### src/assert_macros.svh
`ifndef ASSERT_MACROS_SVH
`define ASSERT_MACROS_SVH

// same-cycle implication on i_clk, held off during reset
`define ASSERT_NOW(lbl, ante, cons) \
    lbl: assert property (@(posedge i_clk) disable iff (!i_rst_n) (ante) |-> (cons)) \
        else $error("assertion failed");

// next-cycle implication on i_clk, held off during reset
`define ASSERT_NEXT(lbl, ante, cons) \
    lbl: assert property (@(posedge i_clk) disable iff (!i_rst_n) (ante) |=> (cons)) \
        else $error("assertion failed");

`endif

### src/irss_pkg.sv
`timescale 1ns / 1ps

package irss_pkg;

    localparam logic [2:0] ST_UNCHANGED = 3'd0;
    localparam logic [2:0] ST_REPLACED  = 3'd1;
    localparam logic [2:0] ST_INSERTED  = 3'd2;
    localparam logic [2:0] ST_SPLIT     = 3'd3;
    localparam logic [2:0] ST_EXTENDED  = 3'd4;
    localparam logic [2:0] ST_FULL      = 3'd5;
    localparam logic [2:0] ST_QUERY     = 3'd6;

    localparam logic OP_RECORD = 1'b0;
    localparam logic OP_QUERY  = 1'b1;

    localparam int WR_SLOTS = 3;

    typedef enum logic [1:0] {
        MD_IDLE,
        MD_MUL,
        MD_DIV
    } t_md_phase;

endpackage

### src/irss_muldiv.sv
`timescale 1ns / 1ps

module irss_muldiv #(
    parameter int MAG_W  = 33,
    parameter int TIME_W = 32
) (
    input  logic              i_clk,
    input  logic              i_rst_n,
    input  logic              i_start,
    input  logic [MAG_W-1:0]  i_mag,
    input  logic [TIME_W-1:0] i_tt,
    input  logic [TIME_W-1:0] i_dt,
    output logic              o_done,
    output logic [MAG_W-1:0]  o_quot,
    output logic              o_rem_nz
);

    localparam int PW = MAG_W + TIME_W;
    localparam int CW = $clog2(PW + 1);

    irss_pkg::t_md_phase r_ph;
    logic [PW-1:0]     r_acc;
    logic [TIME_W-1:0] r_mul_b;
    logic [MAG_W-1:0]  r_mag;
    logic [TIME_W-1:0] r_dt;
    logic [TIME_W-1:0] r_rem;
    logic [CW-1:0]     r_cnt;
    logic              r_done;

    logic [PW-1:0]     op_a;
    logic [PW-1:0]     op_b;
    logic              op_sub;
    logic [PW:0]       sum;
    logic [TIME_W:0]   rem_sh;
    logic              ge;

    // one shared adder for both the shift-add multiply and the restoring divide
    always_comb begin
        rem_sh = {r_rem, r_acc[PW-1]};
        op_a   = {r_acc[PW-2:0], 1'b0};
        op_b   = r_mul_b[TIME_W-1] ? PW'(r_mag) : '0;
        op_sub = 1'b0;
        if (r_ph == irss_pkg::MD_DIV) begin
            op_a   = PW'(rem_sh);
            op_b   = PW'(r_dt);
            op_sub = 1'b1;
        end
        sum = {1'b0, op_a} + {1'b0, (op_sub ? ~op_b : op_b)} + (PW+1)'(op_sub);
        ge  = sum[PW];
    end

    always_ff @(posedge i_clk) begin
        if (!i_rst_n) begin
            r_ph   <= irss_pkg::MD_IDLE;
            r_done <= 1'b0;
        end else begin
            r_done <= 1'b0;
            case (r_ph)
                irss_pkg::MD_IDLE: begin
                    if (i_start) begin
                        r_acc   <= '0;
                        r_mul_b <= i_tt;
                        r_mag   <= i_mag;
                        r_dt    <= i_dt;
                        r_cnt   <= '0;
                        r_ph    <= irss_pkg::MD_MUL;
                    end
                end
                irss_pkg::MD_MUL: begin
                    r_acc   <= sum[PW-1:0];
                    r_mul_b <= {r_mul_b[TIME_W-2:0], 1'b0};
                    r_cnt   <= r_cnt + 1'b1;
                    if (r_cnt == CW'(TIME_W - 1)) begin
                        r_cnt <= '0;
                        r_rem <= '0;
                        r_ph  <= irss_pkg::MD_DIV;
                    end
                end
                irss_pkg::MD_DIV: begin
                    r_rem <= ge ? sum[TIME_W-1:0] : rem_sh[TIME_W-1:0];
                    r_acc <= {r_acc[PW-2:0], ge};
                    r_cnt <= r_cnt + 1'b1;
                    if (r_cnt == CW'(PW - 1)) begin
                        r_done <= 1'b1;
                        r_ph   <= irss_pkg::MD_IDLE;
                    end
                end
                default: begin
                    r_ph <= irss_pkg::MD_IDLE;
                end
            endcase
        end
    end

    assign o_done   = r_done;
    assign o_quot   = r_acc[MAG_W-1:0];
    assign o_rem_nz = |r_rem;

endmodule

### config.mk
export PLATFORM = sky130hd
export DESIGN_NAME = irss_muldiv
export DESIGN_NICKNAME = d
export VERILOG_FILES = /design/src/assert_macros.svh /design/src/irss_pkg.sv /design/src/irss_muldiv.sv
export SDC_FILE = /design/constraint.sdc
export NUM_CORES = 1
export LEC_CHECK = 0
export BUFFER_PORTS_ARGS = -buffer_cell sky130_fd_sc_hd__clkbuf_2
export CAP_MARGIN = 40
export CORE_UTILIZATION = 59
export DETAILED_ROUTE_END_ITERATION = 16
export PLACE_DENSITY_LB_ADDON = 0.25
export SLEW_MARGIN = 30
export SYNTH_ARGS = -nofsm -noshare
export SYNTH_HDL_FRONTEND = slang
export SYNTH_SLANG_ARGS = --single-unit
### constraint.sdc
create_clock -name i_clk -period 9 [get_ports i_clk]
set_input_delay 0.45 -clock i_clk [delete_from_list [all_inputs] [get_ports i_clk]]
set_output_delay 0.45 -clock i_clk [all_outputs]
set_load 0.005 [all_outputs]
# == Yosys cells after proc, flatten, opt, wreduce, memory -nomap -nowiden ==
# Cells that the tools add are included.
# totals
ram_bits,0
latchBits,0
elab_cells,50
romBits,0
mem_count,0
ff_bits,204
# op_classes
n_reduce_logical,11
eq_ne,7
addsub,3
n_bitwise,1
muxes,20
shift,0
n_div,0
mul,0
order_cmp,0
# ops
cell,n
$mux W65,3
$pmux W65 S3,1
$pmux W32 S2,2
$mux W32,3
$add A65 B65 Y66,1
$add A66 B1 Y66,1
$mux W33,2
$not A65 Y65,1
$reduce_or A32 Y1,1
$pmux W7 S3,1
$reduce_and A3 Y1,5
$mux W7,2
$add A7 B1 Y7 const B,1
$eq A7 B5 Y1 const B,1
$eq A7 B7 Y1 const B,1
$mux W2,3
$pmux W2 S3,1
$ne A2 B2 Y1 const B,2
$reduce_bool A2 Y1,2
$reduce_bool A3 Y1,1
$eq A2 B1 Y1 const B,1
$eq A2 B2 Y1 const B,1
$logic_not A2 Y1,1
$mux W1,2
other kinds (2),2

# == Depth between registers and ports, before layout ==
# Gate-level depths: netlist of the first run.
# logic_depth
depth_word,8
mapped_depth,22

# == Worst setup path after synthesis of the first run ==
# OpenSTA, ideal clock, no wires.
# synth_timing
path_type,register to register
start,register r_ph[1]
end,register r_acc[0] (enable)
t_arrival_ns,4.599
setup_slack_ns,3.875
path_stages_with_launch,6
path_buffers,1
path_cell_list,dfxtp_1 inv_1 ha_1 clkbuf_1 nand2_1 a21oi_1
# synth_via
elab_chain_len,3
elab_cells_between_ends,6
# synth_rtl
element,line,source
from (decl),irss_muldiv.sv:21,irss_pkg::t_md_phase r_ph;
from (signal assigned),irss_muldiv.sv:54,r_ph <= irss_pkg::MD_IDLE;
from (signal assigned),irss_muldiv.sv:66,r_ph <= irss_pkg::MD_MUL;
from (signal assigned),irss_muldiv.sv:76,r_ph <= irss_pkg::MD_DIV;
$eq A2 B2 Y1 (tied with other cells),irss_muldiv.sv:58,case (r_ph)
$reduce_bool A3 Y1 (no line) or $ne A2 B2 Y1 (tied branches),-,
$reduce_and A3 Y1 (no line) *,-,
to (signal assigned),irss_muldiv.sv:70,r_acc <= sum[PW-1:0];
to (signal assigned),irss_muldiv.sv:81,"r_acc <= {r_acc[PW-2:0], ge};"
to (decl),irss_muldiv.sv:22,logic [PW-1:0] r_acc;
# Every way passes the cells marked *; elsewhere a longest branch is shown, timed or not.
# A chain may end at the register's enable or synchronous reset.

# == Worst setup path after layout of the first run ==
# layout_timing
start,register r_ph[0]
end,"register r_rem[3], data pin"
# layout_via
elab_chain_len,8
elab_cells_between_ends,11
# layout_rtl
element,line,source
$eq A2 B2 Y1,"irss_muldiv.sv:43, irss_muldiv.sv:58",
$mux W33,irss_muldiv.sv:43,if (r_ph == irss_pkg::MD_DIV) begin
$not A65 Y65,irss_muldiv.sv:48,"sum = {1'b0, op_a} + {1'b0, (op_sub ? ~op_b : op_b)} + (PW+1)'(op_sub);"
$mux W65,irss_muldiv.sv:48,
$add A65 B65 Y66,irss_muldiv.sv:48,
$add A66 B1 Y66,irss_muldiv.sv:48,
$mux W32,irss_muldiv.sv:80,r_rem <= ge ? sum[TIME_W-1:0] : rem_sh[TIME_W-1:0];
$pmux W32 S2 *,irss_muldiv.sv:58,
to (signal assigned),irss_muldiv.sv:80,
to (decl),irss_muldiv.sv:26,logic [TIME_W-1:0] r_rem;
# Marks and branches as above.

==> summary.md, run 1 <==
| Metric | Value |
|---|---|
| Status | `finished, final reports clean` |
| Worst Setup Start Kind | `flip-flop` |
| FF-to-FF setup slack | `3520 ps` |
| GRT Total Usage | `0.2937` |
| Worst slew pin tran | `820.3 ps` |
| Post-DP HPWL | `21.71 mm` |
| Share of cells above drive strength 1 | `0.2147` |
| Post-Synthesis Cells | `1230` |
| Die Height | `147.8 um` |
| First-pass GRT wire length | `50.39 mm` |
| Critical-path cell list | `inv_1 -> ha_2 -> buf_4 -> inv_2 -> buf_16 -> o21ai_0 -> ha_1 -> a21oi_1 -> o31ai_1 -> a2111oi_2 -> or3_1 -> nand3_1 -> a41o_1 -> mux2i_2 -> buf_4 -> nand2_1 -> a21oi_1` |
| GRT overflow | `0` |
| Worst path slowest cell | `mux2i_2` |
| DRC Markers | `0` |
| Synth Cell Area | `12540 um2` |
| TritonCTS clock tree | `yes` |
| Worst EP arrival | `5840 ps` |
| Row count | `52` |
| Mapped Nets | `1369` |
| Main synth FF type | `edfxtp_1` |
| Max stage delay on crit path | `620 ps` |
| Max Cap Viol | `0` |
| CP endpoint kind | `flip-flop` |
| Resized cells post-CTS | `0` |
| EDFF count, synth | `201` |
| Max VDD drop | `0.2007 mV` |
| Clock sink count | `204` |
| CTS Buffer Depth | `3` |
| Hold Vio Cnt, Final | `0` |
| Relative slew slack | `0.4531` |
| Wire length per cell | `20.16 um` |
| CTS clk-pin slew, worst paths | `60 ps` |
| Endpoints failing setup | `0` |
| Root Driver | `clkbuf_16` |
| Die Span X | `147.8 um` |
| Setup TNS | `0 ps` |
| Synth cell types | `85` |
| Period Utilization, post-route | `0.6092` |
| Avg Inst Size Synth | `10.19 um2` |
| Vias post-DR | `10070` |
| 1st-iter DRT viols | `1046` |
| Final cell utilization of the core | `0.6788` |
| CP Max Fanout | `58` |
| Post-DP Area | `13200 um2` |
| Initial DRT Pass Iterations | `7` |
| Synth warn | `0` |
| Vias per cell | `6.342` |
| Final net count | `1441` |
| Finished Layout Cells | `1588` |
| Leakage | `5.217 nW` |
| Detail Route Antenna Nets | `0` |
| N_diodes | `0` |
| WP data required | `9350 ps` |
| Clock Latency Late Sink | `520 ps` |
| Crit path kind | `flip-flop to flip-flop` |
| RSZ-0062 raised after global routing | `no` |
| Gpl congestion | `0.9398` |
| Pin count of the biggest net entering global routing | `66` |
| Buffers on Ports | `134` |
| Inserted Clock Buffers | `23` |
| Clock Skew | `17.16 ps` |
| Max Clock Freq | `182.4 MHz` |
| Hold WC Path Type | `input pin to flip-flop` |
| # IOs | `135` |
| Core Box Area | `20560 um2` |
| Vias in the first global route | `9748` |
| Full die area | `21840 um2` |
| Minimum clock period | `5483 ps` |
| Count of state elements after synthesis | `204` |
| FILL cells | `1626` |
| Ys async rst share | `0` |
| Placed Cells | `1545` |
| Starting density of the core | `0.6098` |
| Hold buffers post-CTS | `0` |
| Antenna violations before repair | `0` |
| Setup bufs post-CTS | `0` |
| Hold WS | `102.5 ps` |
| P&R area growth vs syn | `11.32%` |
| Routed WL | `32.01 mm` |
| Seq/Total Area, Yosys | `0.4862` |
| Max-slew violation count | `0` |
| Post-layout instance area | `13960 um2` |
| Power per cell area | `228.9 nW/um2` |
| CTS H-tree lvls | `1` |
==> critical path, delay by kind of cell, from the launching register on <==
| family | cells | cell delay [ps] |
|---|---|---|
| adder cells (fa/ha/maj) | 2 | 520 |
| AND/OR/NAND/NOR | 3 | 490 |
| AO/OA/AOI/OAI | 6 | 1680 |
| flip-flops | 1 | 330 |
| buffers and inverters | 5 | 1620 |
| multiplexers | 1 | 620 |
==> area by class of cell <==
class	instances	area [um2]	share of cell area
repair buffers	151	848.3	0.06079
clock buffers	24	579.3	0.04151
inverters	27	101.3	0.007262
flip-flops and latches	204	6096	0.4368
clock inverters	17	147.6	0.01058
multi-input cells	895	5846	0.4189
well taps	270	337.8	0.02421
==> metal layers <==
metal,global-route usage,routed length (um)
met5,0,0
met2,0.4752,15050
met3,0.05679,2705
met1,0.3930,13150
met4,0.1119,1103
==> cell usage after synthesis, drive strengths merged, types with 4 or more instances <==
| cell type | count | area [um2] |
|---|---|---|
| mux2 | 63 | 709.4 |
| and2 | 18 | 112.6 |
| xnor2 | 22 | 192.7 |
| a211oi | 7 | 52.55 |
| nor3 | 12 | 65.06 |
| and4 | 5 | 43.79 |
| a21oi | 96 | 488.0 |
| a41o | 6 | 60.06 |
| o21a | 5 | 37.54 |
| edfxtp | 201 | 6036 |
| nor4 | 12 | 90.09 |
| and3 | 12 | 75.07 |
| buf | 54 | 352.8 |
| a32oi | 5 | 43.79 |
| nand4 | 20 | 131.4 |
| a22oi | 35 | 262.8 |
| inv | 26 | 97.59 |
| nor2b | 38 | 237.7 |
| nor2 | 69 | 259.0 |
| a31oi | 19 | 131.4 |
| or3 | 6 | 40.03 |
| mux2i | 8 | 80.08 |
| or4 | 6 | 45.04 |
| o21ai | 88 | 455.4 |
| ha | 38 | 475.5 |
| o311ai | 5 | 43.79 |
| clkbuf | 50 | 187.7 |
| o21bai | 4 | 30.03 |
| a21boi | 4 | 30.03 |
| o211ai | 9 | 72.57 |
| a22o | 5 | 43.79 |
| nand3 | 30 | 155.1 |
| xor2 | 16 | 140.1 |
| nand2 | 170 | 638.1 |
| a21o | 13 | 98.85 |
| o22ai | 5 | 31.28 |
| o31ai | 6 | 50.05 |
==> placed cells by master (no fill, tap or decap), types with 17 or more instances in the layout <==
| cell type | Yosys | layout |
|---|---|---|
| edfxtp_1 | 201 | 201 |
| nand2_1 | 170 | 170 |
| clkbuf_2 | 0 | 135 |
| a21oi_1 | 94 | 92 |
| o21ai_0 | 80 | 80 |
| nor2_1 | 69 | 67 |
| mux2_2 | 63 | 63 |
| nor2b_1 | 38 | 37 |
| a22oi_1 | 35 | 35 |
| ha_1 | 38 | 35 |
| nand3_1 | 29 | 29 |
| inv_1 | 25 | 25 |
| clkbuf_16 | 0 | 23 |
| xnor2_1 | 22 | 22 |
| nand4_1 | 19 | 19 |
| and2_1 | 18 | 18 |
| a31oi_1 | 17 | 17 |
==> power by group <==
group	total (mW)	internal, mW	switching (mW)
Clock	0.910	0.526	0.384
Combinational	1.02	0.375	0.644
Sequential	1.27	1.19	0.0798
==> cells by family after synthesis <==
family | after synthesis | synth area share
xor gates and xnor gates | 38 | 0.02655
and+or+nand+nor | 406 | 0.1556
muxes | 71 | 0.06297
adders and majority gates | 39 | 0.03952
DFF | 204 | 0.4862
AOI/OAI and AO/OA | 341 | 0.1779
buffers and inverters | 131 | 0.05120
==> worst paths after layout <==
check / start / to / cells after the start
max: r_ph[0] / r_rem[3] / 17
min: i_dt[6] / r_dt[6] / 1
max reg2reg: r_ph[0] / r_rem[3] / 17
min reg2reg: r_mul_b[3] / r_mul_b[4] / 1
==> flip-flops by register name (all words and copies together), names as in the netlist <==
signal and count:
r_acc 65, r_rem 32, r_mag 33, r_ph 2, r_mul_b 32, o_done 1, r_cnt 7, r_dt 32
==> metrics by stage <==
| stage | worst slack [ps] | power [mW] |
|---|---|---|
| floorplan | 3875 | 2.017 |
| global placement | 3723 | 2.246 |
| detailed placement | 3599 | 2.274 |
| CTS | 3545 | 3.185 |
| global route | 3180 | 3.344 |
| finish | 3517 | 3.195 |
(Power assumes the default switching activity.)
==> inputs of run 2 (changes only) <==
- ABC_AREA: not set -> 1
- clock period: 9 -> 5.6 ns (I/O delays scaled with it)
==> summary.md, run 2 <==
| Metric | Value |
|---|---|
| Max VDD drop | `0.4886 mV (+140%)` |
| Worst hold stages | `3 (+2)` |
| Post-DP HPWL | `30.17 mm (+39%)` |
| FF-to-FF setup slack | `1380 ps (-2140 ps)` |
| Buffers on Ports | `134 (unchanged)` |
| # IOs | `135 (unchanged)` |
| CTS clk-pin slew, worst paths | `70 ps (about the same)` |
| DRC Markers | `0 (unchanged)` |
| P&R area growth vs syn | `15.20%` |
| Switching part of the total power | `0.4846 (+0.1378)` |
| Hold Crit Start | `i_tt[7]` |
| Clock Latency Late Sink | `560 ps (+40 ps)` |
| Pre-CTS setup slack | `1343 ps (-2256 ps)` |
| Sequential share of power | `0.280 (-0.116)` |
| Max Cap Viol | `0 (unchanged)` |
| Synth cell types | `50 (-41%)` |
| Seq/Total Area, Yosys | `0.4549 (-0.03133)` |
| Switching pwr | `4.164 mW (+280%)` |
| Count of state elements after synthesis | `204 (unchanged)` |
| EDFF count, synth | `201 (unchanged)` |
| RSZ-0062 raised after global routing | `no` |
| Hold Vio Cnt, Final | `0 (unchanged)` |
| Worst r2r dst | `r_acc[18]` |
| CTS H-tree lvls | `1 (unchanged)` |
| Initial DRT Pass Iterations | `8 (+1)` |
| Ys async rst share | `0 (unchanged)` |
| Minimum clock period | `4223 ps (-1260 ps)` |
| CP endpoint kind | `flip-flop` |
| Share of total power in combinational logic | `0.549 (+0.230)` |
| Post-Synthesis Cells | `1672 (+36%)` |
| Most frequent cells in the layout | `nand2_1, edfxtp_1, nor2_1` |
| Vias post-DR | `12820 (+27%)` |
| Die Span X | `152.7 um (+3.3%)` |
| Detail Route Antenna Nets | `0 (unchanged)` |
| Period Utilization, post-route | `0.7542 (+0.1450)` |
| GRT overflow | `0 (unchanged)` |
| Synth cell count leaders | `nand2_1, edfxtp_1, nor2_1, inv_1` |
| Antenna violations before repair | `2 (+2)` |
| Commonest non-fill, non-tap cell in the layout | `nand2_1` |
| Resized cells post-CTS | `0 (unchanged)` |
| Full die area | `23320 um2 (+6.8%)` |
| Wire length per cell | `21.32 um (+5.8%)` |
| Max-slew violation count | `0 (unchanged)` |
| PnR worst setup slack | `1377 ps (-2140 ps)` |
| Count leader, synth | `nand2_1` |
| Biggest regs | `r_acc: 65 flops, r_mag: 33 flops` |
| Crit path kind | `flip-flop to flip-flop` |
| Worst EP arrival | `4490 ps (-1350 ps)` |
| Relative slew slack | `0.4422 (-0.01094)` |
| Area leader, netlist | `edfxtp_1` |
| Vias in the first global route | `12300 (+26%)` |
| Setup bufs post-CTS | `0 (unchanged)` |
| Worst slew pin tran | `836.7 ps (+16.41 ps)` |
| Ranking of synthesized cells by area | `edfxtp_1, nand2_1, a21oi_1, nand3_1, nor2_1` |
| TritonCTS clock tree | `yes` |
| Inserted Clock Buffers | `23 (unchanged)` |
| First-pass GRT wire length | `69.14 mm (+37%)` |
| Root Driver | `clkbuf_16` |
| R2r startpoint | `r_ph[0]` |
| Synth Cell Area | `13400 um2 (+6.9%)` |
| Synth warn | `0 (unchanged)` |
| Max FFs per register | `65 (unchanged)` |
| Vias per cell | `6.056 (-4.5%)` |
| Final Power | `8.592 mW (+170%)` |
| CP Max Fanout | `60 (+3.4%)` |
| Avg Inst Size Synth | `8.015 um2 (-21%)` |
| Power per cell area | `556.6 nW/um2 (+140%)` |
| Hold WC Path Type | `input pin to flip-flop` |
| Main synth FF type | `edfxtp_1` |
| 1st-iter DRT viols | `1591 (+52%)` |
| GRT Total Usage | `0.3866 (+0.09286)` |
| Top reg by flops | `r_acc` |
| Starting density of the core | `0.6084 (-0.001401)` |
| Endpoints failing setup | `0 (unchanged)` |
| Final net count | `1958 (+36%)` |
| Core Box Area | `22030 um2 (+7.1%)` |
| Hold buffers post-CTS | `66 (+66)` |
| Mapped Nets | `1811 (+32%)` |
| Post-layout instance area | `15440 um2 (+11%)` |
| Top cell type's share of synthesized area | `0.4504 (-0.03102)` |
| Die Height | `152.7 um (+3.3%)` |
| Hold worst-path end | `r_mul_b[7]` |
| Status | `finished, final reports clean` |
| CTS Buffer Depth | `3 (unchanged)` |
| Clock Skew | `40.20 ps (+23.04 ps)` |
| Pint | `4.428 mW (+110%)` |
| Clock network power share | `0.171 (-0.114)` |
| Gpl congestion | `1.009 (+7.4%)` |
| Share of cells above drive strength 1 | `0.1460 (-0.06875)` |
| Setup TNS | `0 ps (unchanged)` |
| Row count | `54 (+3.8%)` |
| Clock sink count | `204 (unchanged)` |
| Worst Setup Start Kind | `flip-flop` |
| Post-DP Area | `14050 um2 (+6.5%)` |
| Leakage | `6.458 nW (+24%)` |
| WP data required | `5870 ps (-3480 ps)` |
| Max Clock Freq | `236.8 MHz (+30%)` |
| Pin count of the biggest net entering global routing | `106 (+61%)` |
| Routed WL | `45.14 mm (+41%)` |
| Worst r2r path cells | `19 (+2)` |
==> run 2: how the worst max path moves through the flow <==
stage | to | startpoint | depth (start not counted)
2_1_floorplan | r_acc[0] | r_ph[1] | 5
3_3_place_gp | r_rem[31] | r_ph[0] | 20
3_5_place_dp | r_rem[31] | r_ph[0] | 20
4_1_cts | r_rem[31] | r_ph[0] | 21
5_1_grt | r_rem[31] | r_ph[0] | 22
6_report | r_acc[18] | r_ph[0] | 19
==> run 2: cells by family after synthesis <==
group           after synthesis  share of synthesized area
compound gates              267                     0.1253
buf+inv                     236                    0.08244
simple gates                895                     0.2801
fa+ha+maj                    39                    0.03698
flops                       204                     0.4549
xor+xnor                     31                    0.02026
==> run 2: metrics by stage <==
stage / hold slack (ps) / instances / utilization
4_1_cts: 8.910 / 2115 / 0.6998
3_5_place_dp: 458.6 / 2007 / 0.6378
6_report: 28.38 / 2117 / 0.7009
2_1_floorplan: 378.9 / 1672 / -
5_1_grt: 25.77 / 2117 / 0.7009
3_3_place_gp: 457.2 / 2004 / 0.6359
==> run 2: cell type report <==
type	count	area, um2
antenna	1	2.502
inverter	142	534.3
clock buffer	30	611.8
fill	1735	6589
tap	280	350.3
sequential	204	6096
timing repair buffer	216	1496
multi-input combinational	1232	6252
clock inverter	12	93.84
==> run 2: power groups by stage <==
stage / registers (mW) / clock network [mW] / logic [mW]
floorplan: 2.36 / 0 / 3.34
global placement: 2.42 / 0 / 4.39
detailed placement: 2.41 / 0 / 4.47
CTS: 2.38 / 1.45 / 4.53
global route: 2.42 / 1.52 / 5.11
finish: 2.40 / 1.47 / 4.72
==> run 2: per-layer routing <==
layer | share of wire | up-vias | global-route usage
met5 | 0.00031 | - | 0
met4 | 0.035 | 2 | 0.1188
met3 | 0.13 | 138 | 0.08248
met2 | 0.44 | 894 | 0.6070
met1 | 0.40 | 5897 | 0.5376
li1 | - | 5889 | -
==> run 2: critical path: stages, from the launching register on <==
cell and delay (ps):
dfxtp_1 320, inv_1 170, ha_2 230, buf_4 570, nand2_1 120, nand2_1 140
inv_2 50, a21oi_2 200, fa_1 260, nand2_1 90, nand2_1 70, o21ai_1 110
o21ai_1 400, nand2_1 90, nand3_1 270, nand3_1 130, nand2_1 170, xor2_1 310
or2_2 180, a21oi_1 60
==> inputs of run 3 (changes only) <==
- clock period: 5.6 -> 4.3 ns (I/O delays scaled with it)
==> summary.md, run 3 (synthesized netlist as in run 2, its figures left out) <==
| Metric | Value |
|---|---|
| Most used cell, CP | `nand2_1` |
| Final net count | `1995 (+1.9%)` |
| Worst EP arrival | `4460 ps (-30 ps)` |
| Max VDD drop | `0.4437 mV (-9.2%)` |
| Clock Skew | `29.43 ps (-10.77 ps)` |
| Pre-CTS setup slack | `150.6 ps (-1192 ps)` |
| Max FFs per register | `65 (unchanged)` |
| Relative slew slack | `0.4556 (+0.01347)` |
| Root Driver | `clkbuf_16` |
| Inserted Clock Buffers | `23 (unchanged)` |
| Pin count of the biggest net entering global routing | `106 (unchanged)` |
| Share of cells above drive strength 1 | `0.1468 (+0.0008538)` |
| WP data required | `4670 ps (-1200 ps)` |
| Finished Layout Cells | `2153 (+1.7%)` |
| PnR worst setup slack | `208.5 ps (-1168 ps)` |
| Vias post-DR | `12950 (+1.0%)` |
| N_diodes | `0 (-1)` |
| CTS clk-pin slew, worst paths | `70 ps (about the same)` |
| CTS H-tree lvls | `1 (unchanged)` |
| Minimum clock period | `4092 ps (-131.9 ps)` |
| Placed Cells | `2015 (+0.40%)` |
| GRT overflow | `0 (unchanged)` |
| Kind of cell adding the most delay to the critical path | `compound AO/OA/AOI/OAI gates` |
| Max Cap Viol | `0 (unchanged)` |
| First-pass GRT wire length | `68.83 mm (-0.45%)` |
| CTS Buffer Depth | `3 (unchanged)` |
| Period Utilization, post-route | `0.9515 (+0.1973)` |
| Clock Latency Late Sink | `540 ps (-20 ps)` |
| Detail Route Antenna Nets | `0 (unchanged)` |
| Buffers on Ports | `134 (unchanged)` |
| Max-slew violation count | `0 (unchanged)` |
| Leakage | `6.652 nW (+3.0%)` |
| Vias per cell | `6.014 (-0.69%)` |
| # IOs | `135 (unchanged)` |
| CP endpoint kind | `flip-flop` |
| Max Clock Freq | `244.4 MHz (+3.2%)` |
| DRC Markers | `0 (unchanged)` |
| Commonest non-fill, non-tap cell in the layout | `nand2_1` |
| Wire length per cell | `20.71 um (-2.9%)` |
| Hold Vio Cnt, Final | `0 (unchanged)` |
| Full die area | `23320 um2 (unchanged)` |
| Gpl congestion | `1.019 (+0.91%)` |
| Worst path slowest cell | `a21oi_1` |
| 1st-iter DRT viols | `1523 (-4.3%)` |
| Worst slew pin tran | `816.5 ps (-20.20 ps)` |
| Post-DP HPWL | `29.48 mm (-2.3%)` |
| Starting density of the core | `0.6084 (unchanged)` |
| Die Span X | `152.7 um (unchanged)` |
| Status | `finished, final reports clean` |
| Max stage delay on crit path | `450 ps (-120 ps)` |
| Biggest regs | `r_acc: 65 flops, r_mag: 33 flops` |
| GRT Total Usage | `0.3800 (-0.006519)` |
| Top reg by flops | `r_acc` |
| Clock sink count | `204 (unchanged)` |
| TritonCTS clock tree | `yes` |
| Setup bufs post-CTS | `0 (unchanged)` |
| Hold WC Path Type | `input pin to flip-flop` |
| Worst path bufs/invs | `3 (unchanged)` |
| Most frequent cells in the layout | `nand2_1, edfxtp_1, nor2_1` |
| Core Box Area | `22030 um2 (unchanged)` |
| Crit path kind | `flip-flop to flip-flop` |
| Vias in the first global route | `12490 (+1.5%)` |
| Antenna violations before repair | `0 (-2)` |
| Power per cell area | `713.6 nW/um2 (+28%)` |
| Initial DRT Pass Iterations | `8 (unchanged)` |
| Endpoints failing setup | `0 (unchanged)` |
| Critical-path cell list | `inv_1 -> ha_2 -> inv_4 -> buf_4 -> nand2_1 -> nand2_1 -> a21oi_2 -> fa_1 -> nand2_1 -> nand2_1 -> o21ai_1 -> o21ai_1 -> nand2_1 -> nand2_1 -> a21oi_1 -> xor2_1 -> or2_2 -> a21oi_1` |
| CP Max Fanout | `51 (-15%)` |
| Routed WL | `44.58 mm (-1.2%)` |
| P&R area growth vs syn | `18.16%` |
| Die Height | `152.7 um (unchanged)` |
| Worst Setup Start Kind | `flip-flop` |
| Row count | `54 (unchanged)` |
| Hold WS | `22.58 ps (-5.797 ps)` |
==> run 3: cell types whose count changed in the layout (fill, tap and decap cells not counted), sizes merged <==
cell         change
dlygate4sd3     +30
clkinv           +7
buf              +7
clkinvlp         -5
diode            -1
bufinv           +1
clkbuf           -3
==> run 3: report_power, final <==
part           switching, mW  total [mW]  leakage, nW  internal (mW)
Clock                  0.881        1.95        0.352           1.07
Combinational           4.29        6.23         4.37           1.95
Sequential             0.268        3.12         1.93           2.85
Total                   5.43        11.3         6.65           5.86
==> run 3: what timing repair did <==
action | in CTS | in global routing
gates resized for setup | 0 | 4
hold endpoints to repair | 97 | 0
setup endpoints to repair | 0 | 46
hold buffers | 96 | 0
==> run 3: cell type report <==
| type | instances | area (um2) |
|---|---|---|
| Timing Repair Buffer | 253 | 1878 |
| Sequential cell | 204 | 6096 |
| Tap cell | 280 | 350.3 |
| Inverter | 142 | 536.8 |
| Fill cell | 1616 | 6192 |
| Clock inverter | 15 | 116.4 |
| Multi-Input combinational cell | 1232 | 6256 |
| Clock buffer | 27 | 600.6 |
==> run 3: worst paths after layout <==
check	endpoint	start	depth (start not counted)	slack (ps)
min	r_mul_b[20]	i_tt[20]	3	20
max reg2reg	r_acc[20]	r_ph[0]	18	210
min reg2reg	r_mul_b[13]	r_mul_b[12]	2	540
max	r_acc[20]	r_ph[0]	18	210
==> run 3: worst min-delay path: cells and delay by family <==
kind                   cells  cell delay [ps]
and+or+nand+nor            2              130
buffers and inverters      1               80
==> run 3: stage by stage <==
stage	power [mW]	util	setup TNS [ps]	instance area, um2
2_1_floorplan	7.416	-	0	13400
3_3_place_gp	8.905	0.6392	0	14080
3_5_place_dp	9.038	0.6422	0	14150
4_1_cts	11.02	0.7184	0	15820
5_1_grt	11.89	0.7189	-2.589	15830
6_report	11.30	0.7189	0	15830
==> run 3: routing by layer <==
layer / wire length, um / track usage / vias up
met5: 0 / 0 / -
met4: 1683 / 0.1409 / 0
met3: 4575 / 0.06229 / 112
met2: 20330 / 0.6121 / 812
met1: 17990 / 0.5183 / 6053
li1: - / - / 5971
